==> config.mk <==
export PLATFORM = sky130hd
export DESIGN_NAME = ssc_cell
export DESIGN_NICKNAME = d
export VERILOG_FILES = /design/src/ssc_pkg.sv /design/src/ssc_cell.sv
export SDC_FILE = /design/constraint.sdc
export NUM_CORES = 1
export LEC_CHECK = 0
export BUFFER_PORTS_ARGS = -buffer_cell sky130_fd_sc_hd__buf_2
export CAP_MARGIN = 20
export CORE_ASPECT_RATIO = 1.2
export CORE_MARGIN = 5
export CORE_UTILIZATION = 40
export CTS_BUF_LIST = sky130_fd_sc_hd__clkbuf_16
export CTS_CLUSTER_SIZE = 24
export DETAILED_ROUTE_END_ITERATION = 10
export HOLD_SLACK_MARGIN = 0.02
export PLACE_DENSITY = 0.78
export SYNTH_ARGS = -nofsm -noshare
export SYNTH_HDL_FRONTEND = slang
export SYNTH_SLANG_ARGS = --single-unit
==> constraint.sdc <==
create_clock -name i_clk -period 0.8 [get_ports i_clk]
set_clock_uncertainty 0.1 [all_clocks]
set_input_delay 0.16 -clock i_clk [delete_from_list [all_inputs] [get_ports i_clk]]
set_output_delay 0.16 -clock i_clk [all_outputs]
set_load 0.02 [all_outputs]
==> src/ssc_pkg.sv <==
`timescale 1ns / 1ps

package ssc_pkg;

    localparam int COLUMNS       = 64;
    localparam int MAX_ROWS      = 256;
    localparam int CAPACITY      = 1024;
    localparam int MIN_ROW_COUNT = 1;
    localparam int DEFAULT_ROWS  = 64;

    localparam int FUNC_W  = 2;
    localparam int COL_W   = 6;
    localparam int COLX_W  = COL_W + 1;
    localparam int ROW_W   = 9;
    localparam int BYTE_W  = 8;
    localparam int STAT_W  = 2;
    localparam int USED_W  = 11;
    localparam int KEY_W   = (COLUMNS * MAX_ROWS > 1) ? $clog2(COLUMNS * MAX_ROWS) : 1;
    localparam int CNT_W   = $clog2(CAPACITY + 1);

    localparam logic [FUNC_W-1:0] FN_READ   = 2'd0;
    localparam logic [FUNC_W-1:0] FN_WRITE  = 2'd1;
    localparam logic [FUNC_W-1:0] FN_SETLEN = 2'd2;
    localparam logic [FUNC_W-1:0] FN_CLEAR  = 2'd3;

    localparam logic [STAT_W-1:0] STAT_OK    = 2'd0;
    localparam logic [STAT_W-1:0] STAT_RANGE = 2'd1;
    localparam logic [STAT_W-1:0] STAT_FULL  = 2'd2;

    typedef struct packed {
        logic [FUNC_W-1:0] func;
        logic [COL_W-1:0]  column;
        logic [ROW_W-1:0]  row;
        logic              erase;
        logic [BYTE_W-1:0] note_value;
        logic [BYTE_W-1:0] instrument_value;
        logic [BYTE_W-1:0] volume_value;
        logic [BYTE_W-1:0] command_value;
        logic [BYTE_W-1:0] argument_value;
    } t_in;

    typedef struct packed {
        logic [STAT_W-1:0] status;
        logic              found;
        logic [BYTE_W-1:0] note_out;
        logic [BYTE_W-1:0] instrument_out;
        logic [BYTE_W-1:0] volume_out;
        logic [BYTE_W-1:0] command_out;
        logic [BYTE_W-1:0] argument_out;
        logic [USED_W-1:0] entries_used;
        logic [ROW_W-1:0]  rows_now;
    } t_out;

    typedef struct packed {
        logic [BYTE_W-1:0] note;
        logic [BYTE_W-1:0] instrument;
        logic [BYTE_W-1:0] volume;
        logic [BYTE_W-1:0] command;
        logic [BYTE_W-1:0] argument;
    } t_data;

    typedef struct packed {
        logic [KEY_W-1:0] key;
        t_data            data;
    } t_entry;

endpackage

==> src/ssc_cell.sv <==
`timescale 1ns / 1ps

module ssc_cell (
    input  logic            i_clk,
    input  logic            i_en,
    input  ssc_pkg::t_entry i_d,
    output ssc_pkg::t_entry o_q
);

    ssc_pkg::t_entry r_q;

    always_ff @(posedge i_clk) begin
        if (i_en) begin
            r_q <= i_d;
        end
    end

    assign o_q = r_q;

endmodule

==> flow_metrics.tcl <==
set metrics [dict create \
    critical_path_required_ns 0.54 \
    yosysSeqAreaShare_pct 100 \
    worstSetupPathDepth 1 \
    grt_start_max_net_pins 31 \
    ys_ff_latch 54 \
    critPathSlowestCell "sky130_fd_sc_hd__edfxtp_1" \
    area.sequential_um2 1620 \
    highest_cell_delay_on_the_worst_timing_path_ns 0.41 \
    grt_pass1_vias 1119 \
    number_of_distinct_library_cells_after_synthesis 1 \
    worst_setup_path_end_kind "primary output" \
    clock_sinks 54 \
    timing_hold_violations_final 54 \
    initial_core_utilization_pct 41.1 \
    place_inst 219 \
    track_usage_pct 13.2 \
    drt-initial-drc-count 44 \
    clkSlewWorstSetupHoldPaths_ns 0.07 \
    die_h_um 79.7 \
    grt_first_pass_wirelength_mm 5.07 \
    dpl.hpwl_mm 2.80 \
    drt_pre_antenna_iters 5 \
    nNetsFinal 228 \
    routed_vias 986 \
    route.detailed.vias_per_inst 4.34 \
    timing_endpoint_of_the_critical_path "o_q[12]" \
    cts_tree "done" \
    yosysWarningCount 0 \
    multiInputGateArea_um2 0 \
    critical_path.startpoint "o_q[12]" \
    drive_gt1_share_pct 68.8 \
    total_leakage_power_nw 1.14 \
    die_x_um 68.1 \
    critical_path_class "flip-flop to primary output" \
    final.setup.worst_slack_ns -0.314 \
    final_cell_count_no_fill 227 \
    timing.critical_path.fanout_max 1 \
    drv_cap 0 \
    ir_drop_uv 1390 \
    route.final.wire_length_mm 3.76 \
    cts.root.buffer_cell "sky130_fd_sc_hd__clkbuf_16" \
    syn_area_per_cell_um2 30.0 \
    peak_freq_mhz 897 \
    hold-worst-slack_ns -0.0522 \
    pwr_density_cell_nw_per_um2 2400 \
    holdCritPathClass "primary input to flip-flop" \
    setup_violations 54 \
    placed_cell_area_um2 2270 \
    ctsHtreeMaxLevel 2 \
    io_buffer_count 109 \
    worst_slew_pin_tran_ns 0.159 \
    violations "hold timing, setup timing" \
    largest_reg_flops 54 \
    syn2layout_area_growth_pct 66.1 \
    relSlewSlack_pct 89.4 \
    min_period_over_period_pct 139 \
    run_status "finished with violations" \
    multi_input_comb_cells 0 \
    num_antenna_cells 0 \
    drt_drc_violations_left 0 \
    cp_cell_sequence "buf_6" \
    row_count 25 \
    route.antenna.remaining_nets 0 \
    postSynthNetCount 110 \
    endpoint_arrival_time_on_the_critical_path_ns 0.85 \
    final_cell_area_um2 2690 \
    die-area_um2 5430 \
    core_area_um2 3940 \
    synth_area_um2 1620 \
    final_period_minus_worst_setup_slack_ns 1.11 \
    unrepaired_setup_endpoints_after_global_routing "yes" \
    antenna_violations_before_repair 0 \
    io_pins 110 \
    fillers 294 \
    worst_path_dominant_cell_family "flip-flops" \
    worstSetupStartpointType "flip-flop" \
    final_max_slew_viol_count 0 \
    worstPathBufferInverterCount 1 \
    routabilityCongestion 0.640 \
    clk_path_buf_depth 2 \
    numCtsBuffers 5 \
    cts.repair_timing.setup_buffer_count 0 \
    grt-ovfl-total 0 \
    syn-instance-count 54 \
    post_drt_wl_per_cell_um 16.5 \
]
==> through the flow <==
step           power [W]  hold WS (ns)  setup WS (ns)  TNS (ns)  util, %
3_5_place_dp     0.00419         0.239         -0.123     -6.03     57.7
3_3_place_gp     0.00416         0.237         -0.104     -4.99     57.7
6_report         0.00647       -0.0522         -0.314    -14.71     68.3
4_1_cts          0.00638       -0.0577         -0.313    -15.01     64.5
2_1_floorplan    0.00378         0.159         0.0905         0        -
5_1_grt          0.00673       -0.0696         -0.349    -16.56     68.3
==> worst min-delay path by stage <==
stage / start / endpoint / slack, ns / depth (start not counted)
finish: i_d[21] / o_q[21] / -0.05 / 1
detailed placement: i_d[8] / o_q[8] / 0.24 / 1
global placement: i_d[1] / o_q[1] / 0.24 / 1
floorplan: i_d[0] / o_q[0] / 0.16 / 0
CTS: i_d[8] / o_q[8] / -0.06 / 1
global route: i_d[21] / o_q[21] / -0.07 / 1
==> metal layers <==
| metal | GRT usage [%] | share of wire (%) | up-vias |
|---|---|---|---|
| li1 | - | - | 454 |
| met4 | 6.16 | 1.5 | 0 |
| met1 | 13.2 | 32 | 461 |
| met5 | 0 | 0 | - |
| met3 | 5.07 | 11 | 4 |
| met2 | 23.2 | 56 | 67 |
==> logic make-up after synthesis <==
family	synth area share (%)
DFF	100
==> repair_timing <==
item	4_1_cts	5_1_grt
endpoints found under the hold margin	54	54
endpoints found under the setup margin	54	54
resized for setup	38	48
==> layout by cell type (no fill, tap or decap) <==
cell,Yosys,routed
sky130_fd_sc_hd__clkinvlp_4,0,1
sky130_fd_sc_hd__clkinv_4,0,1
sky130_fd_sc_hd__clkbuf_16,0,5
sky130_fd_sc_hd__buf_2,0,66
sky130_fd_sc_hd__buf_12,0,2
sky130_fd_sc_hd__buf_6,0,43
sky130_fd_sc_hd__inv_6,0,1
sky130_fd_sc_hd__edfxtp_1,54,54
==> cell usage after synthesis <==
cell type	instances	share of area [%]
sky130_fd_sc_hd__edfxtp_1	54	100
==> power by group <==
| group | internal (W) | switching [W] | leakage [nW] |
|---|---|---|---|
| combinational | 0.000448 | 0.000457 | 0.539 |
| clock | 0.00117 | 0.000927 | 0.0704 |
| sequential | 0.00337 | 0.0000945 | 0.528 |
==> area by class of cell <==
type                  instances  area share (%)
sequential                   54            60.2
timing repair buffer        111            31.7
clock buffer                  5            4.64
tap                          54            2.51
clock inverter                3           0.929
Note: power is estimated with default switching activity, not from simulation.
